===== config.mk =====
export PLATFORM = sky130hd
export DESIGN_NAME = psr_queue
export DESIGN_NICKNAME = d
export VERILOG_FILES = /design/src/design/psr_pkg.sv /design/src/design/psr_queue.sv
export VERILOG_INCLUDE_DIRS = /design/src /design/src/design
export SDC_FILE = /design/constraint.sdc
export NUM_CORES = 1
export LEC_CHECK = 0
export BUFFER_PORTS_ARGS = -buffer_cell sky130_fd_sc_hd__clkbuf_2
export CAP_MARGIN = 10
export CORE_MARGIN = 4
export CORE_UTILIZATION = 50
export DETAILED_ROUTE_END_ITERATION = 8
export GPL_TIMING_DRIVEN = 0
export PLACE_DENSITY = 0.71
export SLEW_MARGIN = 40
export SYNTH_ARGS = -nofsm -noshare
export SYNTH_HDL_FRONTEND = slang
export SYNTH_SLANG_ARGS = --single-unit

===== constraint.sdc =====
create_clock -name clk -period 4.7 [get_ports clk]
set_input_delay 0.235 -clock clk [delete_from_list [all_inputs] [get_ports clk]]
set_output_delay 0.235 -clock clk [all_outputs]
set_load 0.05 [all_outputs]

===== src/design/per_stream_sequence_reorderer_macros.svh =====
// Assertion macros shared by the reorderer RTL.
// Used by psr_queue and psr_back; expect clk and rst_n in scope.
`ifndef PER_STREAM_SEQUENCE_REORDERER_MACROS_SVH
`define PER_STREAM_SEQUENCE_REORDERER_MACROS_SVH
`ifndef SYNTHESIS
`define PSR_ASSERT_NOW(label, ante, cons) \
    label: assert property (@(posedge clk) disable iff (!rst_n) (ante) |-> (cons)) \
        else $error("psr check failed");
`define PSR_ASSERT_NEXT(label, ante, cons) \
    label: assert property (@(posedge clk) disable iff (!rst_n) (ante) |=> (cons)) \
        else $error("psr check failed");
`else
`define PSR_ASSERT_NOW(label, ante, cons)
`define PSR_ASSERT_NEXT(label, ante, cons)
`endif
`endif


===== src/design/psr_pkg.sv =====
// Package for the per-stream sequence reorderer: sizes, codes, command
// and stream state types. No dependencies.
`timescale 1ns / 1ps
`default_nettype none

package psr_pkg;

    localparam int STREAMS_PER_CLASS = 64;
    localparam int WINDOW            = 16;

    localparam int STREAM_W   = 6;
    localparam int SEQ_W      = 32;
    localparam int HANDLE_W   = 16;
    localparam int IDX_W      = $clog2(STREAMS_PER_CLASS);
    localparam int NSTREAMS   = 2 * STREAMS_PER_CLASS;
    localparam int SID_W      = $clog2(NSTREAMS);
    localparam int SLOT_W     = $clog2(WINDOW);
    localparam int CNT_W      = SLOT_W;
    localparam int HADDR_W    = SID_W + SLOT_W;
    localparam int HMEM_DEPTH = NSTREAMS * WINDOW;
    localparam int QDEPTH     = 4;
    localparam int QPTR_W     = $clog2(QDEPTH);

    typedef enum logic [1:0] {
        ST_RELEASED = 2'd0,
        ST_HELD     = 2'd1,
        ST_REJECTED = 2'd2,
        ST_CLEARED  = 2'd3
    } status_t;

    typedef enum logic {
        ACT_SUBMIT = 1'b0,
        ACT_CLEAR  = 1'b1
    } action_t;

    typedef struct packed {
        status_t               status;
        logic                  cls;
        logic [STREAM_W-1:0]   stream;
        logic [SEQ_W-1:0]      seq;
        logic [HANDLE_W-1:0]   handle;
        logic [CNT_W-1:0]      drain;
    } cmd_t;

    typedef struct packed {
        logic [SEQ_W-1:0]  expected;
        logic [WINDOW-1:0] held;
    } sstate_t;

    function automatic logic [SID_W-1:0] stream_id(input logic cls,
                                                   input logic [STREAM_W-1:0] strm);
        return {cls, strm[IDX_W-1:0]};
    endfunction

endpackage

`default_nettype wire


===== src/design/psr_queue.sv =====
// Command queue between front and back ends.
// Depends on psr_pkg and the assertion macro header.
`timescale 1ns / 1ps
`default_nettype none
`include "per_stream_sequence_reorderer_macros.svh"

module psr_queue
    import psr_pkg::*;
(
    input  logic clk,
    input  logic rst_n,
    input  logic push,
    input  cmd_t push_cmd,
    output logic full,
    input  logic pop,
    output cmd_t pop_cmd,
    output logic empty
);

    cmd_t                q_mem [QDEPTH];
    logic [QPTR_W-1:0]   wr_ptr_reg, wr_ptr_next;
    logic [QPTR_W-1:0]   rd_ptr_reg, rd_ptr_next;
    logic [QPTR_W:0]     count_reg, count_next;

    assign full    = (count_reg == (QPTR_W+1)'(QDEPTH));
    assign empty   = (count_reg == '0);
    assign pop_cmd = q_mem[rd_ptr_reg];

    always_comb
    begin
        wr_ptr_next = push ? wr_ptr_reg + QPTR_W'(1) : wr_ptr_reg;
        rd_ptr_next = pop ? rd_ptr_reg + QPTR_W'(1) : rd_ptr_reg;
        count_next  = count_reg;
        if (push && !pop)
        begin
            count_next = count_reg + (QPTR_W+1)'(1);
        end
        else if (pop && !push)
        begin
            count_next = count_reg - (QPTR_W+1)'(1);
        end
    end

    always_ff @(posedge clk or negedge rst_n)
    begin
        if (!rst_n)
        begin
            wr_ptr_reg <= '0;
            rd_ptr_reg <= '0;
            count_reg  <= '0;
        end
        else
        begin
            wr_ptr_reg <= wr_ptr_next;
            rd_ptr_reg <= rd_ptr_next;
            count_reg  <= count_next;
        end
    end

    always_ff @(posedge clk)
    begin
        if (push)
        begin
            q_mem[wr_ptr_reg] <= push_cmd;
        end
    end

    `PSR_ASSERT_NOW(a_q_no_overflow, push, !full || pop)
    `PSR_ASSERT_NOW(a_q_no_underflow, pop, !empty)

endmodule

`default_nettype wire


Word-level counts from Yosys, hierarchy flattened. Memory sizes are Yosys's and may differ from the RTL's. Cells that the tools add are included.

Memories kept: 1. Input port bits: 65. Memory bits (writable): 244. Register bits after elaboration: 7. Logic and storage cells: 19.

Mux-type cells: 4. $add $sub $neg: 4. Reductions and logical operators: 6. Equality and inequality tests: 1.

Memory list: q_mem (words 4, bits a word 61, rd ports 1, clocked after Yosys merged registers in 0, wr ports 1, line psr_queue.sv:20) `cmd_t q_mem [QDEPTH];`.

Operators by type and width (number): 3-bit two-way mux (2); 2-bit by 1-bit adder with 2-bit output, second input constant (2); 3-bit by 1-bit adder with 3-bit output, second input constant (1); 3-bit equality test, second input constant (1); 3-bit logical NOT (1); 3-bit by 1-bit subtractor with 3-bit output, second input constant (1); 1-bit logical AND (2); 1-bit logical NOT (2); 1-bit two-way mux (2); 2-bit nonzero test (1).

Logic depth before layout (Yosys ltp). Gate-level depths: netlist of run 1.

Depth after elaboration: 4. Mapped depth: 7. Mapped depth without buffers: 7.

Worst setup path after synthesis of run 1. Ideal clock, no wire load.

Path type: register to register. Start: register wr_ptr_reg[0]. End: memory q_mem[2][0] (netlist bit) (enable). Cell stages (with the launch flop): 4. Buffers on the path: 0. Slack: 2.221 ns. Data required time: 4.275 ns. Period minus slack after synthesis: 2.479 ns. Arrival time: 2.054 ns. Cells stage by stage: dfrtp_1 > inv_1 > ha_1 > and2_1.

RTL lines: from (decl) (line psr_queue.sv:21) `logic [QPTR_W-1:0] wr_ptr_reg, wr_ptr_next;`; from (signal assigned) (line psr_queue.sv:54) `wr_ptr_reg <= wr_ptr_next;`; to (decl) (line psr_queue.sv:20).

No word-level cell before the write port.

==> results of run 1 <==
==> power by group through the flow <==
stage	Sequential (mW)	Clock (mW)	Combinational, mW
6_report	3.02	2.00	3.20
3_3_place_gp	3.10	0	3.13
2_1_floorplan	3.06	0	2.49
4_1_cts	3.03	2.04	3.26
5_1_grt	3.06	2.15	3.39
3_5_place_dp	3.07	0	3.21
==> layer usage <==
layer / part of all wire (%) / wire, um / track usage (%)
met1: 39 / 6340 / 20.5
met2: 51 / 8290 / 27.7
met3: 7.2 / 1170 / 4.00
met4: 2.5 / 410 / 4.32
met5: 0 / 0 / 0
==> layout by cell type (no fill, tap or decap), types with 2 or more instances in the layout <==
cell type	count
and2_4	4
dlygate4sd3_1	63
bufinv_16	4
nand2_1	2
mux4_2	58
dfrtp_1	7
clkinv_2	3
clkbuf_1	5
xor2_1	4
buf_12	10
mux4_1	3
clkbuf_16	25
edfxtp_1	244
ha_1	5
buf_2	7
clkbuf_8	3
clkbuf_2	127
clkinv_1	5
xnor2_1	2
inv_1	4
==> through the flow <==
stage	cell area (um2)	util, %	power (mW)
after floorplan	9270	-	5.55
final	11800	65.1	8.22
after detailed placement	10300	57.0	6.28
after CTS	11800	65.1	8.33
after global placement	10200	56.3	6.22
after global routing	11800	65.1	8.60
==> area by class of cell <==
| cell class | instances | area share (%) |
|---|---|---|
| flip-flops and latches | 251 | 63.7 |
| multi-input cells | 84 | 13.5 |
| repair buffers | 195 | 11.7 |
| clock buffers | 33 | 5.82 |
| well taps | 229 | 2.43 |
| plain buffers | 14 | 1.41 |
| clock inverters | 12 | 1.31 |
| inverters | 4 | 0.127 |
==> final timing paths <==
path / slack, ns / cells past startpoint / endpoint / from
worst max-delay path: 2.44 / 4 / pop_cmd[18] / rd_ptr_reg[0]$_DFFE_PN0P_
worst min-delay path: 0.04 / 2 / wr_ptr_reg[0]$_DFFE_PN0P_ / push
worst max register to register: 2.94 / 4 / q_mem[2][24]$_DFFE_PP_ / wr_ptr_reg[0]$_DFFE_PN0P_
worst min register to register: 0.49 / 1 / count_reg[2]$_DFFE_PN0P_ / count_reg[2]$_DFFE_PN0P_
max in group asynchronous: 4.43 / 2 / wr_ptr_reg[1]$_DFFE_PN0P_ / rst_n
min in group asynchronous: 0.10 / 2 / rd_ptr_reg[0]$_DFFE_PN0P_ / rst_n
==> cell families (layout without fill, tap and decap cells) <==
kind of cell	after synthesis	after routing	share of synthesized area, %
DFF	251	251	80.9
muxes	62	62	15.1
buffers and inverters	18	258	1.96
and+or+nand+nor	9	9	0.526
adders and majority gates	6	6	0.891
xor gates and xnor gates	6	6	0.567
AOI/OAI and AO/OA	1	1	0.0539
==> timing repair <==
| item | in CTS | in global routing |
|---|---|---|
| hold buffers | 63 | 0 |
| hold endpoints to repair | 253 | 0 |
| gates resized for setup | 0 | 0 |
==> worst max-delay path, stage by stage, from the launching register on <==
cell and delay [ns]:
dfrtp_1 0.34, buf_6 0.20, buf_12 0.18, mux4_2 0.53, clkbuf_2 0.26
==> impl_results.md, run 1 <==
- Status: finished clean
- CP max FO: 10
- Asr flop ratio synth: 2.79%
- Area of the multi-input gates: 1600 um2
- Largest net degree at the start of global routing: 36
- CORE AREA: 18,100 um2
- First-pass GRT wire length: 25,500 um
- Post-synth EDFFs: 244
- # Post-CTS Setup Buffers: 0
- Post-Syn Area: 9270 um2
- Clock network power share: 24.3%
- Clock root cell: clkbuf_16
- Vias per inst: 5.29
- Yosys warnings: 0
- Via Count: 4,350
- Synth Instances: 353
- GRT Residual Overflow: 0
- Worst Hold Class: in -> reg
- Area share of the largest cell type after synthesis: 79.0%
- Skew final: 0.00888 ns
- # nets final: 646
- Required @ worst endpoint: 4.47 ns
- Total GRT Usage: 16.0%
- Fmax: 0.443 GHz
- Final period utilization: 48.0%
- P_sw: 3.02 mW
- Final Hold Viols: 0
- Worst Path Arrival: 2.02 ns
- Ratio of cells with drive above 1 in the final layout: 41.1%
- Row Count: 49
- CTS tree: yes
- Post-synth top cells: edfxtp_1, mux4_2, buf_2, dfrtp_1, buf_12
- Max capacitance violation total: 0
- Initial antenna violation count: 0
- Unrepaired setup endpoints after global routing: false
- Synth area leaders: edfxtp_1, mux4_2, dfrtp_1
- Die W: 144 um
- Cell taking the most area after synthesis: edfxtp_1
- Main synth FF type: edfxtp_1
- Worst Setup End Kind: output port
- Max H-tree Level: 1
- 1st-iter DRT viols: 178
- Max-slew headroom: 67.2%
- Pre-CTS setup slack: 2.94 ns
- Final worst slack: 2.44 ns
- Max reg flops: 244
- Antenna Cells: 0
- Residual DRC: 0
- Post-Layout Cell Count: 822
- Slew at the pin closest to its max-slew limit: 0.492 ns
- Min Hold Slack: 0.0394 ns
- Die area: 20,800 um2
- Placed cell count: 714
- I/O Buffers: 127
- P_int: 5.20 mW
- Leakage: 4.18 nW
- IO Pins: 128
- Fill cell count: 1,160
- Register area share after synthesis: 80.9%
- Worst-skew pair later-pin latency: 0.50 ns
- Setup TNS: 0 ns
- Vias in the first global route: 4,790
- Max Transition Viols Final: 0
- Syn avg cell area: 26.3 um2
- PD cells: 698 nW/um2
- P&R area growth vs syn: 27.1%
- Final setup fails: 0
- Clk slew on worst S/H paths: 0.06 ns
- Final critical-path required period: 2.26 ns
- VDD IR max: 0.000463 V
- Die height: 144 um
- Initial Util: 51.2%
- Total CTS buffers: 25
- Gpl congestion: 0.703
- DR pass1 iterations: 4
- CTS max path bufs: 3
- Register Area: 7500 um2
- Clock Sinks: 251
- WL/cell: 19.7 um
- Detailed Place HPWL: 9590 um
- Synth cell types: 19
- Final wirelength: 16,200 um
- Synthesized Nets: 424
- FF+latch count, synth: 251
- Count leader, synth: edfxtp_1
- Worst Setup Start Kind: register
- Switching share of power: 36.7%
- Post-route ant nets: 0
- Worst setup path class: reg -> out
- Sequential share of power: 36.8%
- Logic pwr share: 38.9%
(Power assumes the default switching activity.)
==> run 2: changes to the inputs <==
--- a/config.mk
+++ b/config.mk
@@ -6,13 +6,14 @@
 export SDC_FILE = /design/constraint.sdc
 export NUM_CORES = 1
 export LEC_CHECK = 0
+export ABC_AREA = 1
 export BUFFER_PORTS_ARGS = -buffer_cell sky130_fd_sc_hd__clkbuf_2
 export CAP_MARGIN = 10
 export CORE_MARGIN = 4
 export CORE_UTILIZATION = 50
 export DETAILED_ROUTE_END_ITERATION = 8
 export GPL_TIMING_DRIVEN = 0
-export PLACE_DENSITY = 0.71
+export PLACE_DENSITY = 0.73
 export SLEW_MARGIN = 40
 export SYNTH_ARGS = -nofsm -noshare
 export SYNTH_HDL_FRONTEND = slang
==> constraint.sdc (replaced) <==
create_clock -name clk -period 1.9 [get_ports clk]
set_input_delay 0.095 -clock clk [delete_from_list [all_inputs] [get_ports clk]]
set_output_delay 0.095 -clock clk [all_outputs]
set_load 0.05 [all_outputs]
==> run 2 against run 1 <==
  * The run now ends with negative setup slack left
  * Utilization grew 3.2 points
  * Synthesized cell count up 120%
  * Sequential power up 150%
  * Register-to-register slack worse by 2.8 ns
  * Final area grew 14%
  * Largest cell class unchanged
==> impl_results.md, run 2 <==
- Status: finished, violations left
- Failing checks: negative setup slack
- Worst-skew pair later-pin latency: 0.50 ns
- Slowest stage delay, CP: 0.44 ns
- Residual DRC: 0
- Required @ worst endpoint: 1.80 ns
- GRT Residual Overflow: 0
- Fmax: 0.522 GHz
- Area of the multi-input gates: 1820 um2
- Synth cell types: 19
- Post-Syn Area: 10,100 um2
- Cell taking the most area after synthesis: edfxtp_1
- FF+latch count, synth: 251
- Register area share after synthesis: 74.5%
- Final period utilization: 101%
- Total GRT Usage: 19.9%
- Final Hold Viols: 0
- Leakage: 5.44 nW
- Asr flop ratio synth: 2.79%
- Vias in the first global route: 6,693
- Setup TNS: -0.0144 ns
- Ratio of cells with drive above 1 in the final layout: 23.4%
- Synthesized Nets: 830
- Skew final: 0.0108 ns
- Synth Instances: 759
- Slew at the pin closest to its max-slew limit: 0.632 ns
- Worst setup path class: reg -> out
- Synth area leaders: edfxtp_1, o211ai_1, nand2_1
- Row Count: 51
- Yosys warnings: 0
- Worst Hold Class: in -> reg
- Gpl congestion: 0.733
- Die area: 22,500 um2
- CTS max path bufs: 3
- Unrepaired setup endpoints after global routing: true
- Fill cell count: 1,337
- Final critical-path required period: 1.91 ns
- Final wirelength: 22,800 um
- Via Count: 6,563
- Count leader, synth: edfxtp_1
- Total CTS buffers: 25
- Max H-tree Level: 1
- Syn avg cell area: 13.3 um2
- PD cells: 1830 nW/um2
- Initial Util: 51.2%
- P&R area growth vs syn: 33.4%
- Design Area, Final: 13,400 um2
- Post-route ant nets: 0
- Area share of the largest cell type after synthesis: 72.8%
- CTS tree: yes
- 1st-iter DRT viols: 320
- Slowest-stage cell, CP: dfrtp_2
- First-pass GRT wire length: 34,300 um
- Post-synth EDFFs: 244
- DR pass1 iterations: 5
- I/O Buffers: 127
- Area after DPL: 11,400 um2
- Die height: 150 um
- Die W: 150 um
- Most frequent cells in the layout: edfxtp_1, nand2_1, inv_1
- Post-synth top cells: edfxtp_1, nand2_1, inv_1
- Max Transition Viols Final: 0
- CP max FO: 10
- CORE AREA: 19,700 um2
- Max reg flops: 244
- Commonest non-fill, non-tap cell in the layout: edfxtp_1
- Initial antenna violation count: 2
- IO Pins: 128
- Worst Setup Start Kind: register
- Worst Path Arrival: 1.82 ns
- CP top delay family: buffers and inverters
- Max-slew headroom: 57.7%
- Crit path buffers/inverters: 3
- Final setup fails: 1
- Vias per inst: 5.12
- Detailed Place HPWL: 13,900 um
- Critical-path cell list: buf_6, buf_4, o211ai_1, nand2_1, buf_8
- Clock Sinks: 251
- Main synth FF type: edfxtp_1
- # nets final: 1,070
- Worst Setup End Kind: output port
- Max capacitance violation total: 0
- Final worst slack: -0.0144 ns
- WL/cell: 17.8 um
- Min Hold Slack: 0.351 ns
- Pre-CTS setup slack: -0.0328 ns
- Register Area: 7500 um2
- Clock root cell: clkbuf_16
- VDD IR max: 0.00146 V
- Largest net degree at the start of global routing: 23
- Clk slew on worst S/H paths: 0.06 ns
## run 2: cells by family after synthesis
family                   count (synthesis)  share of synthesized area [%]
buffers and inverters                  175                           7.63
adder cells (fa/ha/maj)                  6                          0.820
AO/OA/AOI/OAI                          123                           9.15
flip-flops                             251                           74.5
AND/OR/NAND/NOR                        200                           7.52
XOR/XNOR                                 4                          0.348
## run 2: final timing paths
kind | startpoint | endpoint | slack, ns | depth (start not counted)
worst max-delay path | rd_ptr_reg[0]$_DFFE_PN0P_ | pop_cmd[28] | -0.01 | 5
worst min-delay path | push_cmd[41] | q_mem[3][41]$_DFFE_PP_ | 0.35 | 2
worst max register to register | wr_ptr_reg[0]$_DFFE_PN0P_ | q_mem[0][59]$_DFFE_PP_ | 0.12 | 4
worst min register to register | count_reg[2]$_DFFE_PN0P_ | count_reg[2]$_DFFE_PN0P_ | 0.55 | 2
max in group asynchronous | rst_n | rd_ptr_reg[0]$_DFFE_PN0P_ | 1.07 | 3
min in group asynchronous | rst_n | count_reg[0]$_DFFE_PN0P_ | 0.56 | 3
## run 2: metal layers
| layer | up-vias | track usage [%] | share of wire (%) |
|---|---|---|---|
| met5 | - | 0 | 0 |
| met4 | 0 | 6.08 | 2.1 |
| met1 | 3182 | 22.9 | 39 |
| met2 | 221 | 37.6 | 53 |
| met3 | 43 | 3.39 | 6.4 |
| li1 | 3117 | - | - |
## run 2: repair_timing
item                                   in CTS  in global routing
pin swaps                                   6                 41
setup endpoints to repair                 117                 80
resized for setup                         105                 83
hold buffers                               65                  0
setup buffers                               5                  3
gates cloned                                1                  0
endpoints found under the hold margin     254                  0
## run 2: power breakdown
group	switching, mW	internal (mW)
clock	1.92	2.94
sequential	0.292	7.24
combinational	8.03	4.20
## run 2: layout make-up
cell class / count / area share, %
diodes: 2 / 0.0373
plain buffers: 41 / 3.09
clock buffers: 27 / 4.71
clock inverters: 17 / 1.36
inverters: 134 / 3.89
multi-input cells: 333 / 13.5
flip-flops and latches: 251 / 55.9
well taps: 265 / 2.47
repair buffers: 212 / 15.0
repair inverters: 1 / 0.0373
## run 2: per-stage QoR
step / cells / util (%) / power, mW
global placement: 1151 / 56.3 / 17.5
floorplan: 759 / - / 14.9
global route: 1283 / 68.3 / 25.7
detailed placement: 1163 / 57.9 / 18.0
CTS: 1278 / 67.3 / 24.0
finish: 1283 / 68.3 / 24.6
==> run 3: changes to the inputs <==
--- a/config.mk
+++ b/config.mk
@@ -13,7 +13,7 @@
 export CORE_UTILIZATION = 50
 export DETAILED_ROUTE_END_ITERATION = 8
 export GPL_TIMING_DRIVEN = 0
-export PLACE_DENSITY = 0.73
+export PLACE_DENSITY = 0.7
 export SLEW_MARGIN = 40
 export SYNTH_ARGS = -nofsm -noshare
 export SYNTH_HDL_FRONTEND = slang
==> constraint.sdc (replaced) <==
create_clock -name clk -period 2.25 [get_ports clk]
set_input_delay 0.1125 -clock clk [delete_from_list [all_inputs] [get_ports clk]]
set_output_delay 0.1125 -clock clk [all_outputs]
set_load 0.05 [all_outputs]
==> run 3 against run 2 <==
  * The flow now finishes without violations
  * Via count decreased by 2.9%
  * Clock power down 17%
  * Routed wire length down 5.7%
  * Combinational power shrank 29%
  * Die area unchanged
  * Largest cell class unchanged
==> impl_results.md, run 3 (synthesis results as in run 2) <==
- WHS Endpoint: q_mem[1][8]$_DFFE_PP_
- CORE AREA: 19,700 um2
- GRT Residual Overflow: 0
- Skew final: 0.0157 ns
- Largest net degree at the start of global routing: 40
- P&R area growth vs syn: 26.6%
- IO Pins: 128
- WL/cell: 16.9 um
- Via Count: 6,373
- Ratio of cells with drive above 1 in the final layout: 21.7%
- PD cells: 1500 nW/um2
- Fill cell count: 1,460
- Vias in the first global route: 6,351
- Max reg flops: 244
- Die height: 150 um
- Worst Setup Start Kind: register
- CTS tree: yes
- Pre-CTS setup slack: 0.326 ns
- Antenna Cells: 0
- Final wirelength: 21,500 um
- Initial antenna violation count: 0
- Utilization after layout: 64.8%
- Flop-to-flop setup slack: 0.33 ns
- Final worst slack: 0.137 ns
- DR pass1 iterations: 5
- Slew at the pin closest to its max-slew limit: 0.565 ns
- Post-route ant nets: 0
- Final Hold Viols: 0
- Total CTS buffers: 25
- Worst Path Arrival: 2.00 ns
- Row Count: 51
- Leakage: 5.22 nW
- Residual DRC: 0
- Initial Util: 51.2%
- Commonest non-fill, non-tap cell in the layout: edfxtp_1
- Max Transition Viols Final: 0
- Hold path startpoint: push_cmd[8]
- Unrepaired setup endpoints after global routing: false
- Max-slew headroom: 62.3%
- Design Area, Final: 12,700 um2
- Die W: 150 um
- Register Area: 7500 um2
- Worst Hold Class: in -> reg
- Status: finished clean
- Total GRT Usage: 19.3%
- # nets final: 1,058
- CTS max path bufs: 3
- RR Endpoint: q_mem[2][37]$_DFFE_PP_
- Clk slew on worst S/H paths: 0.06 ns
- Final critical-path required period: 2.11 ns
- Fmax: 0.473 GHz
- Depth of the most critical reg-to-reg path: 5
- Clock Sinks: 251
- Worst setup path class: reg -> out
- Detailed Place HPWL: 13,600 um
- Slowest-stage cell, CP: dfrtp_1
- Area after DPL: 11,300 um2
- Worst Setup End Kind: output port
- Final period utilization: 93.9%
- Max H-tree Level: 1
- Reg2reg start: wr_ptr_reg[0]$_DFFE_PN0P_
- Die area: 22,500 um2
- I/O Buffers: 127
- Max capacitance violation total: 0
- Clock root cell: clkbuf_16
- Area of the multi-input gates: 1800 um2
- Vias per inst: 5.01
- Required @ worst endpoint: 2.14 ns
- 1st-iter DRT viols: 335
- VDD IR max: 0.00102 V
- Hold Path Depth: 2
- First-pass GRT wire length: 33,300 um
- Slowest stage delay, CP: 0.36 ns
- Gpl congestion: 0.728
- Worst-skew pair later-pin latency: 0.52 ns
- Critical-path cell list: buf_2, inv_4, clkbuf_4, o211ai_1, nand2_1, clkbuf_2
- Final setup fails: 0
- Pwr Total: 19.1 mW
- CP max FO: 10
- Most frequent cells in the layout: edfxtp_1, nand2_1, inv_1
==> run 3: cell count changes in the layout (fill, tap and decap cells not counted), moves of 5 or more <==
| cell | before | now |
|---|---|---|
| buf_8 | 13 | 0 |
| buf_2 | 0 | 16 |
| buf_4 | 30 | 22 |
| clkbuf_8 | 5 | 0 |
| clkbuf_2 | 66 | 124 |
| clkbuf_4 | 14 | 4 |
| buf_6 | 45 | 1 |
==> run 3: metrics by stage <==
| step | setup TNS [ns] | cells | hold slack [ns] |
|---|---|---|---|
| 2_1_floorplan | 0 | 759 | -0.183 |
| 3_3_place_gp | -147.67 | 1151 | -0.0315 |
| 3_5_place_dp | 0 | 1160 | -0.0218 |
| 4_1_cts | 0 | 1271 | 0.331 |
| 5_1_grt | 0 | 1271 | 0.346 |
| 6_report | 0 | 1271 | 0.347 |
==> run 3: power by group <==
part	internal (mW)	switching [mW]	leakage (nW)
Clock	2.39	1.64	0.392
Sequential	6.11	0.219	2.32
Combinational	2.21	6.50	2.50
==> run 3: worst max path at each step <==
stage / startpoint / endpoint / slack, ns / depth (start not counted)
after CTS: rd_ptr_reg[1]$_DFFE_PN0P_ / pop_cmd[9] / 0.02 / 6
after global routing: rd_ptr_reg[1]$_DFFE_PN0P_ / pop_cmd[27] / 0.06 / 6
after global placement: wr_ptr_reg[0]$_DFFE_PN0P_ / q_mem[3][4]$_DFFE_PP_ / -0.84 / 3
after floorplan: wr_ptr_reg[0]$_DFFE_PN0P_ / q_mem[3][0]$_DFFE_PP_ / 0.06 / 3
final: rd_ptr_reg[1]$_DFFE_PN0P_ / pop_cmd[21] / 0.14 / 6
after detailed placement: wr_ptr_reg[0]$_DFFE_PN0P_ / q_mem[2][34]$_DFFE_PP_ / 0.33 / 5
==> run 3: area by class of cell <==
type	instances	area share (%)
multi-input cells	333	14.1
well taps	265	2.60
clock inverters	17	1.31
repair buffers	201	11.9
clock buffers	29	5.03
plain buffers	41	2.14
inverters	134	4.09
flip-flops and latches	251	58.9
==> run 3: routing by layer <==
layer	share of wire, %	up-vias	global-route usage (%)
met5	0	-	0
met2	50	168	33.3
met1	42	3074	25.6
met4	2.0	0	5.76
met3	5.8	38	2.94
li1	-	3093	-
==> run 3: what timing repair did <==
action / in CTS / in global routing
setup endpoints to repair: 2 / 25
buffers inserted: 0 / 0
hold buffers: 65 / 0
endpoints found under the hold margin: 254 / 0
resized for setup: 1 / 7
==> run 3: worst max-delay path, delay by kind of cell (launching register included) <==
| family | cells | cell delay [ns] |
|---|---|---|
| compound gates | 1 | 0.11 |
| flops | 1 | 0.36 |
| simple gates | 1 | 0.12 |
| buf+inv | 4 | 0.89 |
